### src/hdl/sdq_pkg.sv
package sdq_pkg;

  localparam int DEPTH      = 64;
  localparam int ID_BITS    = 10;
  localparam int DL_BITS    = 32;
  localparam int COUNT_BITS = $clog2(DEPTH + 1);

  localparam logic [1:0] REQ_UPDATE = 2'd0;
  localparam logic [1:0] REQ_REMOVE = 2'd1;
  localparam logic [1:0] REQ_POP    = 2'd2;
  localparam logic [1:0] REQ_CLEAR  = 2'd3;

  typedef struct packed {
    logic [1:0]         req_type;
    logic [ID_BITS-1:0] client_id;
    logic [DL_BITS-1:0] deadline;
  } req_beat_t;

  typedef struct packed {
    logic                  head_valid;
    logic [ID_BITS-1:0]    head_client;
    logic [DL_BITS-1:0]    head_deadline;
    logic [COUNT_BITS-1:0] occupancy;
    logic                  dropped;
  } resp_beat_t;

  typedef struct packed {
    logic               valid;
    logic [ID_BITS-1:0] client;
    logic [DL_BITS-1:0] deadline;
  } entry_t;

  // Command broadcast to every cell in the chain.
  typedef struct packed {
    logic               clr;
    logic               rem;
    logic               match_en;
    logic               ins;
    logic [ID_BITS-1:0] id;
    logic [DL_BITS-1:0] dl;
  } cell_ctrl_t;

endpackage

### src/hdl/sdq_cell.sv
module sdq_cell (
  input  logic               clk,
  input  logic               rst,
  input  sdq_pkg::cell_ctrl_t ctrl,
  input  sdq_pkg::entry_t    prev,
  input  sdq_pkg::entry_t    next,
  input  logic               shift_in,
  input  logic               gt_in,
  output logic               shift_out,
  output logic               gt_out,
  output sdq_pkg::entry_t    ent
);
  import sdq_pkg::*;

  logic kill;

  // A removal shifts this cell and every cell behind the matching one.
  assign kill      = ctrl.match_en && ent.valid && (ent.client == ctrl.id);
  assign shift_out = shift_in | kill;

  // Empty cells count as later than any deadline, so the new entry lands
  // in the first cell whose deadline is strictly greater or that is empty.
  assign gt_out = !ent.valid || (ent.deadline > ctrl.dl);

  always_ff @(posedge clk) begin
    if (rst) begin
      ent.valid <= 1'b0;
    end else if (ctrl.clr) begin
      ent.valid <= 1'b0;
    end else if (ctrl.rem && shift_out) begin
      ent <= next;
    end else if (ctrl.ins && gt_out) begin
      ent.valid    <= gt_in ? prev.valid : 1'b1;
      ent.client   <= gt_in ? prev.client : ctrl.id;
      ent.deadline <= gt_in ? prev.deadline : ctrl.dl;
    end
  end

endmodule

### config.mk
export PLATFORM = sky130hd
export DESIGN_NAME = sdq_cell
export DESIGN_NICKNAME = d
export VERILOG_FILES = /design/src/hdl/sdq_pkg.sv /design/src/hdl/sdq_cell.sv
export SDC_FILE = /design/constraint.sdc
export NUM_CORES = 1
export LEC_CHECK = 0
export BUFFER_PORTS_ARGS = -buffer_cell sky130_fd_sc_hd__buf_2
export CORE_MARGIN = 3
export CORE_UTILIZATION = 30
export DETAILED_ROUTE_END_ITERATION = 6
export PLACE_DENSITY_LB_ADDON = 0.2
export SYNTH_ARGS = -nofsm -noshare
export SYNTH_HDL_FRONTEND = slang
export SYNTH_SLANG_ARGS = --single-unit
### constraint.sdc
create_clock -name clk -period 6.7 [get_ports clk]
set_input_delay 1.34 -clock clk [delete_from_list [all_inputs] [get_ports clk]]
set_output_delay 1.34 -clock clk [all_outputs]
set_load 0.01 [all_outputs]
==> results of run 1 <==
## area by class of cell
class / instances / share of cell area, %
flip-flops and latches: 43 / 30.0
clock buffers: 7 / 2.02
inverters: 33 / 2.90
multi-input cells: 231 / 39.5
repair buffers: 183 / 21.6
clock inverters: 1 / 0.117
well taps: 133 / 3.89
## cell usage after synthesis (all sizes together), types with 2 or more instances
master / instances / area share (%)
mux2i: 42 / 13
xor2: 10 / 2.8
inv: 33 / 4.0
clkbuf: 10 / 1.2
o21ai: 2 / 0.32
a21oi: 53 / 8.5
edfxtp: 42 / 40
nor3: 2 / 0.32
buf: 4 / 0.64
o211ai: 2 / 0.48
a21o: 3 / 0.72
ha: 32 / 13
nand3: 4 / 0.64
nor4: 3 / 0.80
nand4: 6 / 1.2
nor2: 45 / 5.4
a211oi: 2 / 0.48
nand2: 11 / 1.3
## stage by stage
| step | util (%) | hold slack (ps) | worst slack (ps) | std cells | power (W) |
|---|---|---|---|---|---|
| finish | 42.9 | 885 | 2100 | 631 | 0.000671 |
| global route | 42.9 | 965 | 1940 | 631 | 0.000722 |
| CTS | 42.9 | 904 | 2100 | 631 | 0.000687 |
| detailed placement | 42.0 | 877 | 2110 | 623 | 0.000506 |
| global placement | 42.0 | 896 | 2140 | 623 | 0.000504 |
| floorplan | - | 747 | 718 | 321 | 0.000424 |
## worst max-delay path by stage
| stage | to | slack, ps | cells after the start |
|---|---|---|---|
| after floorplan | ent[0] | 720 | 6 |
| after global placement | gt_out | 2140 | 10 |
| after detailed placement | gt_out | 2110 | 10 |
| after CTS | gt_out | 2100 | 10 |
| after global routing | gt_out | 1940 | 10 |
| final | gt_out | 2100 | 10 |
## tightest hold or removal path, stage by stage, from the launching register on
cell and delay (ps):
dfxtp_1 400, nand3_1 120, a32oi_2 90, o221a_1 230
## cells in the final DEF (no fill, tap or decap), types with 2 or more instances in the layout
cell type	netlist	final
a211oi_1	2	2
a21o_1	3	3
a21oi_1	53	53
buf_2	4	180
buf_4	0	3
clkbuf_8	0	6
edfxtp_1	42	42
ha_1	32	32
inv_1	33	33
mux2i_1	42	42
nand2_1	11	10
nand3_1	4	4
nand4_1	6	6
nor2_1	45	45
nor3_1	2	2
nor4_1	2	2
o211ai_1	2	2
o21ai_0	2	2
xor2_1	10	10
## per-layer routing
metal	wire, microns	up-vias	GRT usage, %
met4	36	0	2.98
met5	0	-	0
li1	-	1511	-
met1	3850	1313	18.8
met3	779	2	4.00
met2	4260	115	25.6
## where the power goes
group	total [W]	switching, W	internal, W
registers	0.000324	0.00000828	0.000316
logic	0.000172	0.0000901	0.0000823
clock network	0.000175	0.0000911	0.0000834
## logic make-up after synthesis
kind of cell,Yosys count
and+or+nand+nor,78
DFF,43
adders and majority gates,32
AOI/OAI and AO/OA,69
muxes,42
buffers and inverters,47
xor gates and xnor gates,10
==> summary.txt, run 1 <==
Logic synthesis
  • Yosys warns: 0
  • Xor/xnor share of the synthesized area: ~2.8%
  • Mux contribution to synthesized area: 13.5%
  • Ys flop type: edfxtp_1
  • Post-synthesis simple-gate area fraction: 11.4%
  • EDFF count, synth: 42
  • Post-synth ARST share: 0%
  • Compound-Gate Fraction of Synth Area: roughly 13%
  • FF+latch count, synth: 43
  • Register area share after synthesis: 41.0%
  • Mapped Nets: roughly 490
  • Largest family of logic cells by synthesized area: multiplexers
  • Syn Area/Cell: just under 10 sq um
  • Syn Std Cell Area: around 3100 sq um
  • Adder-cell share of the synthesized area: 12.8%
  • Yosys cell types: 34
  • Post-Syn Instances: 321

Floorplanning
  • Core area: 9950 sq um
  • Die ar.: 11700 sq um
  • Die height: 108 microns
  • Initial core utilization: 31.4%
  • Chip width: 108 microns
  • Row count: 36
  • IO Pins: 181

Run status
  • Status: finished, final reports clean

Detailed routing
  • # DRC: 0
  • Post-DR wirelength/cell: 14.1 microns
  • First-pass DRT Iterations: 4
  • Vias per cell: 4.66
  • Iteration-0 DRC Markers: 76
  • Via count: about 2.9k
  • Routed Wire Length: 8930 microns
  • Routed Antenna Nets: 0

Flow run
  • Maxcap violations: 0

Worst setup path
  • Worst path bufs/invs: 4
  • CP max FO: 3
  • Crit. End Element: output port
  • CP startpoint: ctrl[17]
  • Reg-to-Reg Start: ent[30]
  • Crit path DAT: 3260 ps
  • Reg-to-Reg End: ent[24]
  • Reg2reg path depth: 7
  • CP peak stage delay: roughly 320 ps
  • Worst EP required: 5360 ps
  • Crit-path leading delay family: compound AO/OA/AOI/OAI gates
  • CP startpoint kind: primary input
  • Crit-path cells: buf_2 > inv_1 > ha_1 > a21o_1 > a221o_1 > a221oi_1 > o211ai_1 > a32oi_2 > inv_1 > buf_2
  • Slowest library cell on the worst path: a221o_1
  • Reg-to-reg setup timing slack: ~3600 ps
  • Critical path class: in -> out

Timing
  • Max Clock Skew: ~7.9 ps
  • Setup TNS: 0 ps
  • Fin. Hold Viols: 0
  • Slew @ Worst Pin: 1000 ps
  • Max-slew violations: 0
  • Max Clk Rate: 217 MHz
  • RSZ-0062 raised after global routing: false
  • Endpoints failing setup: 0
  • Slew headroom: between 30% and 40%
  • Minimum clock period: 4600 ps
  • Crit share post-route: 68.6%

Clock tree
  • TritonCTS sink count: 43
  • Post-CTS Setup Inserts: 0
  • Hold buffers post-CTS: 0
  • # resized after CTS: 0
  • TritonCTS clock tree: built
  • H-tree Lvls: 2
  • CTS max path bufs: 2
  • Clock-pin slew on the worst setup and hold paths: 80 ps
  • Clk Latency, worst-skew pair: 290 ps
  • Clock root buffer: clkbuf_8
  • CTS Buf Count: 5

Hold path
  • Hold crit path type: reg -> reg
  • WHS Path Cells: 3
  • Hold Path Sink: ent[42]
  • Hold Crit Start: ent[42]

Final layout
  • Fill cell count: 1016
  • Top Registers: ent x43
  • Antenna diode count: 0
  • Area of the multi-input gates: 1690 sq um
  • Largest Register: ent
  • Layout cells sized above 1: 39.6%
  • Synthesis-to-layout area growth: 36.8%
  • Nets: approximately 670
  • Final Cell Area: between 4000 and 5000 sq um
  • Largest register FFs: 43
  • Sequential cell area: 1280 sq um

Global routing
  • Antenna violations before repair: 0
  • Number of global-route vias before repair: ~2.9k
  • First-pass GRT wire length: 13700 microns
  • Grt ovf: 0
  • Largest net degree at the start of global routing: 87
  • Tot GR Track Use: 14.9%

Placement
  • Gpl congestion: 0.724
  • Port bufs: 180
  • Area after DPL: 4180 sq um
  • DP Wirelength: between 7000 and 8000 microns

Power and ir drop
  • Pwr Density: 157 nW/um^2
  • Peak VDD IR: 0.0728 mV
  • Leakage power: 2.15 nW
Note: power is estimated with default switching activity, not from simulation.
==> inputs of run 2 (changes only) <==
==> constraint.sdc (replaced) <==
create_clock -name clk -period 4 [get_ports clk]
set_input_delay 0.8 -clock clk [delete_from_list [all_inputs] [get_ports clk]]
set_output_delay 0.8 -clock clk [all_outputs]
set_load 0.01 [all_outputs]
==> run 2 against run 1 <==
Global-route usage shrank 0.40 points. Sequential cell count is the same. Clock power grew 55%. Cell area is essentially flat. Register-to-register slack lost 2500 ps. Via count is essentially flat. Power grew 64%. Critical path depth is the same. Non-clock buffer count is the same. Cell count is the same. Routed wire length shrank 1.6%. Hold slack lost 82 ps.
==> summary.txt, run 2 (synthesized netlist as in run 1, its figures left out) <==
Run status
  • Status: finished, final reports clean

Clock tree
  • H-tree Lvls: 2 (unchanged)
  • # resized after CTS: 0 (unchanged)
  • TritonCTS clock tree: built
  • CTS Buf Count: 5 (unchanged)
  • Post-CTS Setup Inserts: 0 (unchanged)
  • TritonCTS sink count: 43 (unchanged)
  • Clock-pin slew on the worst setup and hold paths: 70 ps (about the same)
  • CTS max path bufs: 2 (unchanged)
  • Clock root buffer: clkbuf_8
  • Hold buffers post-CTS: 0 (unchanged)
  • Clk Latency, worst-skew pair: 290 ps (about the same)

Global routing
  • Largest net degree at the start of global routing: 87 (unchanged)
  • Number of global-route vias before repair: 2833 (-3.4%)
  • First-pass GRT wire length: 13400 microns (-2.5%)
  • Tot GR Track Use: 14.5% (-0.40 points)
  • Grt ovf: 0 (unchanged)
  • Antenna violations before repair: 1 (+1)

Placement
  • DP Wirelength: 7080 microns (-0.28%)
  • Port bufs: 180 (unchanged)
  • Gpl congestion: 0.751 (+3.8%)
  • Area after DPL: 4190 sq um (+0.18%)

Power and ir drop
  • Reg power frac: 49.3% (+1.0 points)
  • Comb pwr share: 26.1% (+0.4 points)
  • Pwr Density: 258 nW/um^2 (+65%)
  • Net switching power: 0.000311 W (+64%)
  • Peak VDD IR: 0.130 mV (+78%)
  • Switching Fraction: 28.2% (-0.052 points)
  • Leakage power: 2.14 nW (-0.47%)
  • Pint: 0.000793 W (+64%)
  • Proportion of power drawn by the clock network: 24.6% (-1.4 points)

Floorplanning
  • Core area: 9950 sq um (unchanged)
  • Initial core utilization: 31.4% (unchanged)
  • Chip width: 108 microns (unchanged)
  • Die height: 108 microns (unchanged)
  • Row count: 36 (unchanged)
  • Die ar.: 11700 sq um (unchanged)
  • IO Pins: 181 (unchanged)

Timing
  • Slew headroom: 27.9% (-5.2 points)
  • Max-slew violations: 0 (unchanged)
  • Setup TNS: 0 ps (unchanged)
  • Fin. Hold Viols: 0 (unchanged)
  • Max Clock Skew: 12.1 ps (+4.18 ps)
  • Max Clk Rate: 285 MHz
  • Slew @ Worst Pin: 1080 ps (+77.4 ps)
  • Endpoints failing setup: 0 (unchanged)
  • RSZ-0062 raised after global routing: false
  • Minimum clock period: around 3500 ps
  • Crit share post-route: 87.7%

Worst setup path
  • Worst EP required: 3200 ps (-2160 ps)
  • Crit-path cells: buf_2 > inv_1 > ha_1 > a21o_1 > a221o_1 > a221oi_1 > o211ai_1 > a32oi_2 > inv_1 > buf_2
  • CP peak stage delay: 320 ps (about the same)
  • Worst path bufs/invs: 4 (unchanged)
  • CP max FO: 3 (unchanged)
  • Crit-path leading delay family: compound AO/OA/AOI/OAI gates
  • Slowest library cell on the worst path: a221o_1
  • Crit path DAT: 2710 ps (-550 ps)
  • CP startpoint kind: primary input
  • Critical path class: in -> out
  • Crit. End Element: output port

Detailed routing
  • Iteration-0 DRC Markers: 80 (+5.3%)
  • Post-DR wirelength/cell: 13.9 microns (-1.6%)
  • First-pass DRT Iterations: 4 (unchanged)
  • # DRC: 0 (unchanged)
  • Routed Antenna Nets: 0 (unchanged)
  • Routed Wire Length: 8780 microns (-1.6%)
  • Via count: 2943 (+0.068%)
  • Vias per cell: 4.66 (about the same)

Flow run
  • Maxcap violations: 0 (unchanged)

Final layout
  • Final Cell Area: 4270 sq um (about the same)
  • Post-layout util: 42.9% (about the same)
  • Largest Register: ent
  • Top Registers: ent x43
  • Synthesis-to-layout area growth: 36.7% (about the same)
  • Nets: 665 (unchanged)
  • Largest register FFs: 43 (unchanged)
  • Most common cell after layout, fill and taps aside: buf_2
  • Fill cell count: 1031 (+1.5%)
  • Layout cells sized above 1: 39.2% (-0.40 points)
  • Antenna diode count: 0 (unchanged)
  • Most frequent cells in the layout: buf_2 (180), a21oi_1 (53), nor2_1 (45)

Hold path
  • Hold crit path type: in -> reg
-- run 2: cell count changes in the layout (fill, tap and decap cells not counted), sizes merged --
| cell | delta |
|---|---|
| clkbuf | +1 |
| clkinv | -1 |
-- run 2: final cells by class --
class | count | area (sq um) | share of cell area (%)
Multi-Input combinational cell | 231 | 1680 | 39.4
Sequential cell | 43 | 1280 | 30.0
Timing Repair Buffer | 183 | 936 | 21.9
Tap cell | 133 | 166 | 3.90
Inverter | 33 | 124 | 2.90
Clock buffer | 8 | 80.1 | 1.87
-- run 2: through the flow --
stage          setup slack (ps)  total power, W  std cells  hold slack [ps]
2_1_floorplan              96.4        0.000710        321              747
3_3_place_gp                498        0.000844        623              906
3_5_place_dp                478        0.000848        623              876
4_1_cts                     472         0.00113        631              790
5_1_grt                     355         0.00118        631              788
6_report                    492         0.00110        631              803
-- run 2: power groups by stage --
stage	Combinational, W	Sequential, W	Clock [W]
after CTS	0.000295	0.000544	0.000287
after global placement	0.000290	0.000554	0
after detailed placement	0.000294	0.000554	0
after global routing	0.000328	0.000547	0.000304
final	0.000288	0.000544	0.000272
after floorplan	0.000145	0.000564	0
-- run 2: metal layers --
metal / share of wire, % / GRT usage [%] / vias to the layer above
met4: 0.59 / 2.71 / 2
met5: 0.22 / 0 / -
met3: 8.0 / 3.34 / 6
li1: - / - / 1512
met1: 45 / 18.8 / 1308
met2: 46 / 24.9 / 115
-- run 2: worst register-to-register path, cell delays in order (launching register included) --
cell and delay (ps):
edfxtp_1 410, ha_1 340, nand4_1 170, nor4_2 360, and4_2 290, a32oi_2 160, o32ai_4 630, buf_12 290
-- run 2: worst paths after layout --
kind                 start       to  slack (ps)  depth (start not counted)
setup reg to reg   ent[30]  ent[15]        1050                          7
setup / recovery  ctrl[17]   gt_out         490                         10
hold reg to reg    ent[42]  ent[42]         900                          3
hold / removal    next[42]  ent[42]         800                          2
==> inputs of run 3 (changes only) <==
--- a/config.mk
+++ b/config.mk
@@ -8,8 +8,10 @@
 export BUFFER_PORTS_ARGS = -buffer_cell sky130_fd_sc_hd__buf_2
 export CORE_MARGIN = 3
 export CORE_UTILIZATION = 30
+export CTS_CLUSTER_DIAMETER = 200
 export DETAILED_ROUTE_END_ITERATION = 6
-export PLACE_DENSITY_LB_ADDON = 0.2
+export MAX_ROUTING_LAYER = met4
+export PLACE_DENSITY_LB_ADDON = 0.05
 export SYNTH_ARGS = -nofsm -noshare
 export SYNTH_HDL_FRONTEND = slang
 export SYNTH_SLANG_ARGS = --single-unit
==> run 3 against run 2 <==
Via count shrank 1.9%. Non-clock buffer count stayed put. Sequential cell count unchanged. Largest power group unchanged. Cell count did not move. Core utilization is 0.49 points higher. Critical endpoint unchanged. Sequential power about the same. Critical path type unchanged. Clock power grew 50%. Sequential share of layout area fell by 0.34 points. Register-to-register slack got worse by 60 ps.
==> summary.txt, run 3 (synthesized netlist as in run 1, its figures left out) <==
Placement
  • Dpl ws: 410 ps (-68.0 ps)
  • Port bufs: 180 (unchanged)
  • DP Wirelength: 7150 microns (+0.88%)
  • Gpl congestion: 0.739 (-1.6%)
  • Placed instance count: 623 (unchanged)

Run status
  • Status: finished, final reports clean

Clock tree
  • CTS max path bufs: 2 (unchanged)
  • # resized after CTS: 0 (unchanged)
  • CTS Buf Count: 5 (unchanged)
  • Clk Latency, worst-skew pair: 300 ps (about the same)
  • Hold buffers post-CTS: 0 (unchanged)
  • Post-CTS Setup Inserts: 0 (unchanged)
  • Clock-pin slew on the worst setup and hold paths: 90 ps (+20 ps)
  • Clock root buffer: clkbuf_8
  • TritonCTS sink count: 43 (unchanged)
  • TritonCTS clock tree: built
  • H-tree Lvls: 2 (unchanged)

Final layout
  • Top Registers: ent x43
  • Largest Register: ent
  • Most frequent cells in the layout: buf_2 (180), a21oi_1 (53), nor2_1 (45)
  • Fin cells: 631 (unchanged)
  • Most common cell after layout, fill and taps aside: buf_2
  • Layout cells sized above 1: 39.8% (+0.60 points)
  • Synthesis-to-layout area growth: 38.2%
  • Antenna diode count: 0 (unchanged)
  • Largest register FFs: 43 (unchanged)
  • Post-layout util: 43.4% (+0.49 points)
  • Nets: 665 (unchanged)

Worst setup path
  • Critical path class: in -> out
  • CP peak stage delay: 340 ps (+20 ps)
  • Crit-path leading delay family: compound AO/OA/AOI/OAI gates
  • Slowest library cell on the worst path: a221o_1
  • Worst path bufs/invs: 4 (unchanged)
  • Crit. End Element: output port
  • CP startpoint kind: primary input
  • Worst EP required: 3200 ps (about the same)
  • Crit path DAT: 2730 ps (+20 ps)
  • CP max FO: 3 (unchanged)
  • Crit-path cells: buf_2 > inv_1 > ha_1 > a21o_1 > a221o_1 > a221oi_1 > o211ai_1 > a32oi_2 > inv_1 > buf_2

Global routing
  • First-pass GRT wire length: 13400 microns (+0.46%)
  • Largest net degree at the start of global routing: 87 (unchanged)
  • Number of global-route vias before repair: 2799 (-1.2%)
  • Grt ovf: 0 (unchanged)
  • Tot GR Track Use: 15.1% (+0.61 points)
  • Antenna violations before repair: 0 (-1)

Detailed routing
  • Routed Wire Length: 8830 microns (+0.50%)
  • Iteration-0 DRC Markers: 104 (+30%)
  • Vias per cell: 4.58 (-1.9%)
  • Routed Antenna Nets: 0 (unchanged)
  • # DRC: 0 (unchanged)
  • Via count: 2888 (-1.9%)
  • Post-DR wirelength/cell: 14.0 microns (+0.50%)
  • First-pass DRT Iterations: 4 (unchanged)

Floorplanning
  • Row count: 36 (unchanged)
  • Die height: 108 microns (unchanged)
  • Initial core utilization: 31.4% (unchanged)
  • IO Pins: 181 (unchanged)
  • Core area: 9950 sq um (unchanged)
  • Chip width: 108 microns (unchanged)
  • Die ar.: 11700 sq um (unchanged)

Timing
  • Setup TNS: 0 ps (unchanged)
  • RSZ-0062 raised after global routing: false
  • Minimum clock period: 3530 ps (+24.0 ps)
  • Slew headroom: 44.8% (+17 points)
  • Endpoints failing setup: 0 (unchanged)
  • Fin. Hold Viols: 0 (unchanged)
  • PnR worst setup slack: 468 ps (-24.0 ps)
  • Crit share post-route: 88.3% (+0.60 points)
  • Max-slew violations: 0 (unchanged)
  • Min Hold Slack: 801 ps (-2.22 ps)
  • Max Clk Rate: 283 MHz (-0.68%)
  • Max Clock Skew: 5.66 ps (-6.44 ps)
  • Slew @ Worst Pin: 828 ps (-254 ps)

Power and ir drop
  • Leakage power: 2.16 nW (+1.2%)
  • Pwr Density: 287 nW/um^2 (+11%)
  • Peak VDD IR: 0.124 mV (-4.1%)
  • Pint: 0.000917 W (+16%)
  • Net switching power: 0.000325 W (+4.4%)
  • Proportion of power drawn by the clock network: 33.0% (+8.4 points)
  • Switching Fraction: 26.1% (-2.0 points)
  • Reg power frac: 43.8% (-5.5 points)
  • Comb pwr share: 23.2% (-2.9 points)

Hold path
  • Hold crit path type: in -> reg

Flow run
  • Maxcap violations: 0 (unchanged)
[run 3: changes by cell type in the layout (fill, tap and decap cells not counted)]
cell        previous run  this run
clkbuf_1               3         0
nand2_2                1         0
nand2_4                0         1
buf_12                 1         0
bufinv_16              0         2
buf_4                  2         3
clkinvlp_4             0         1
[run 3: worst paths after layout]
path,startpoint,endpoint,slack (ps),depth (start not counted)
max,ctrl[17],gt_out,470,10
min,next[42],ent[42],800,2
max reg2reg,ent[30],ent[33],990,7
min reg2reg,ent[42],ent[42],830,3
[run 3: power by group through the flow]
stage	combinational (W)	clock [W]	sequential, W
2_1_floorplan	0.000145	0	0.000564
3_3_place_gp	0.000291	0	0.000554
3_5_place_dp	0.000294	0	0.000553
4_1_cts	0.000295	0.000423	0.000544
5_1_grt	0.000329	0.000439	0.000546
6_report	0.000288	0.000409	0.000543
[run 3: per-layer routing]
layer | GRT usage [%] | up-vias | wire length [microns]
met1 | 19.4 | 1266 | 3990
li1 | - | 1510 | -
met5 | - | - | 0
met4 | 3.25 | 0 | 76
met2 | 24.6 | 106 | 4090
met3 | 3.22 | 6 | 669
[run 3: layout make-up]
class / instances / area [sq um]
fill: 1037 / 5630
multi-input combinational: 231 / 1690
sequential: 43 / 1280
timing repair buffer: 183 / 923
tap: 133 / 166
inverter: 33 / 124
clock buffer: 5 / 68.8
clock inverter: 3 / 67.6
[run 3: stage by stage]
step	instance area (sq um)	power [W]
final	4320	0.00124
after global routing	4320	0.00131
after CTS	4320	0.00126
after detailed placement	4180	0.000847
after global placement	4180	0.000844
after floorplan	3130	0.000710
[run 3: worst register-to-register path: cells and delay by family (launching register included)]
kind	cells	cell delay, ps
AO/OA/AOI/OAI	2	610
flip-flops	1	400
AND/OR/NAND/NOR	3	840
adder cells (fa/ha/maj)	1	340
buffers and inverters	1	490
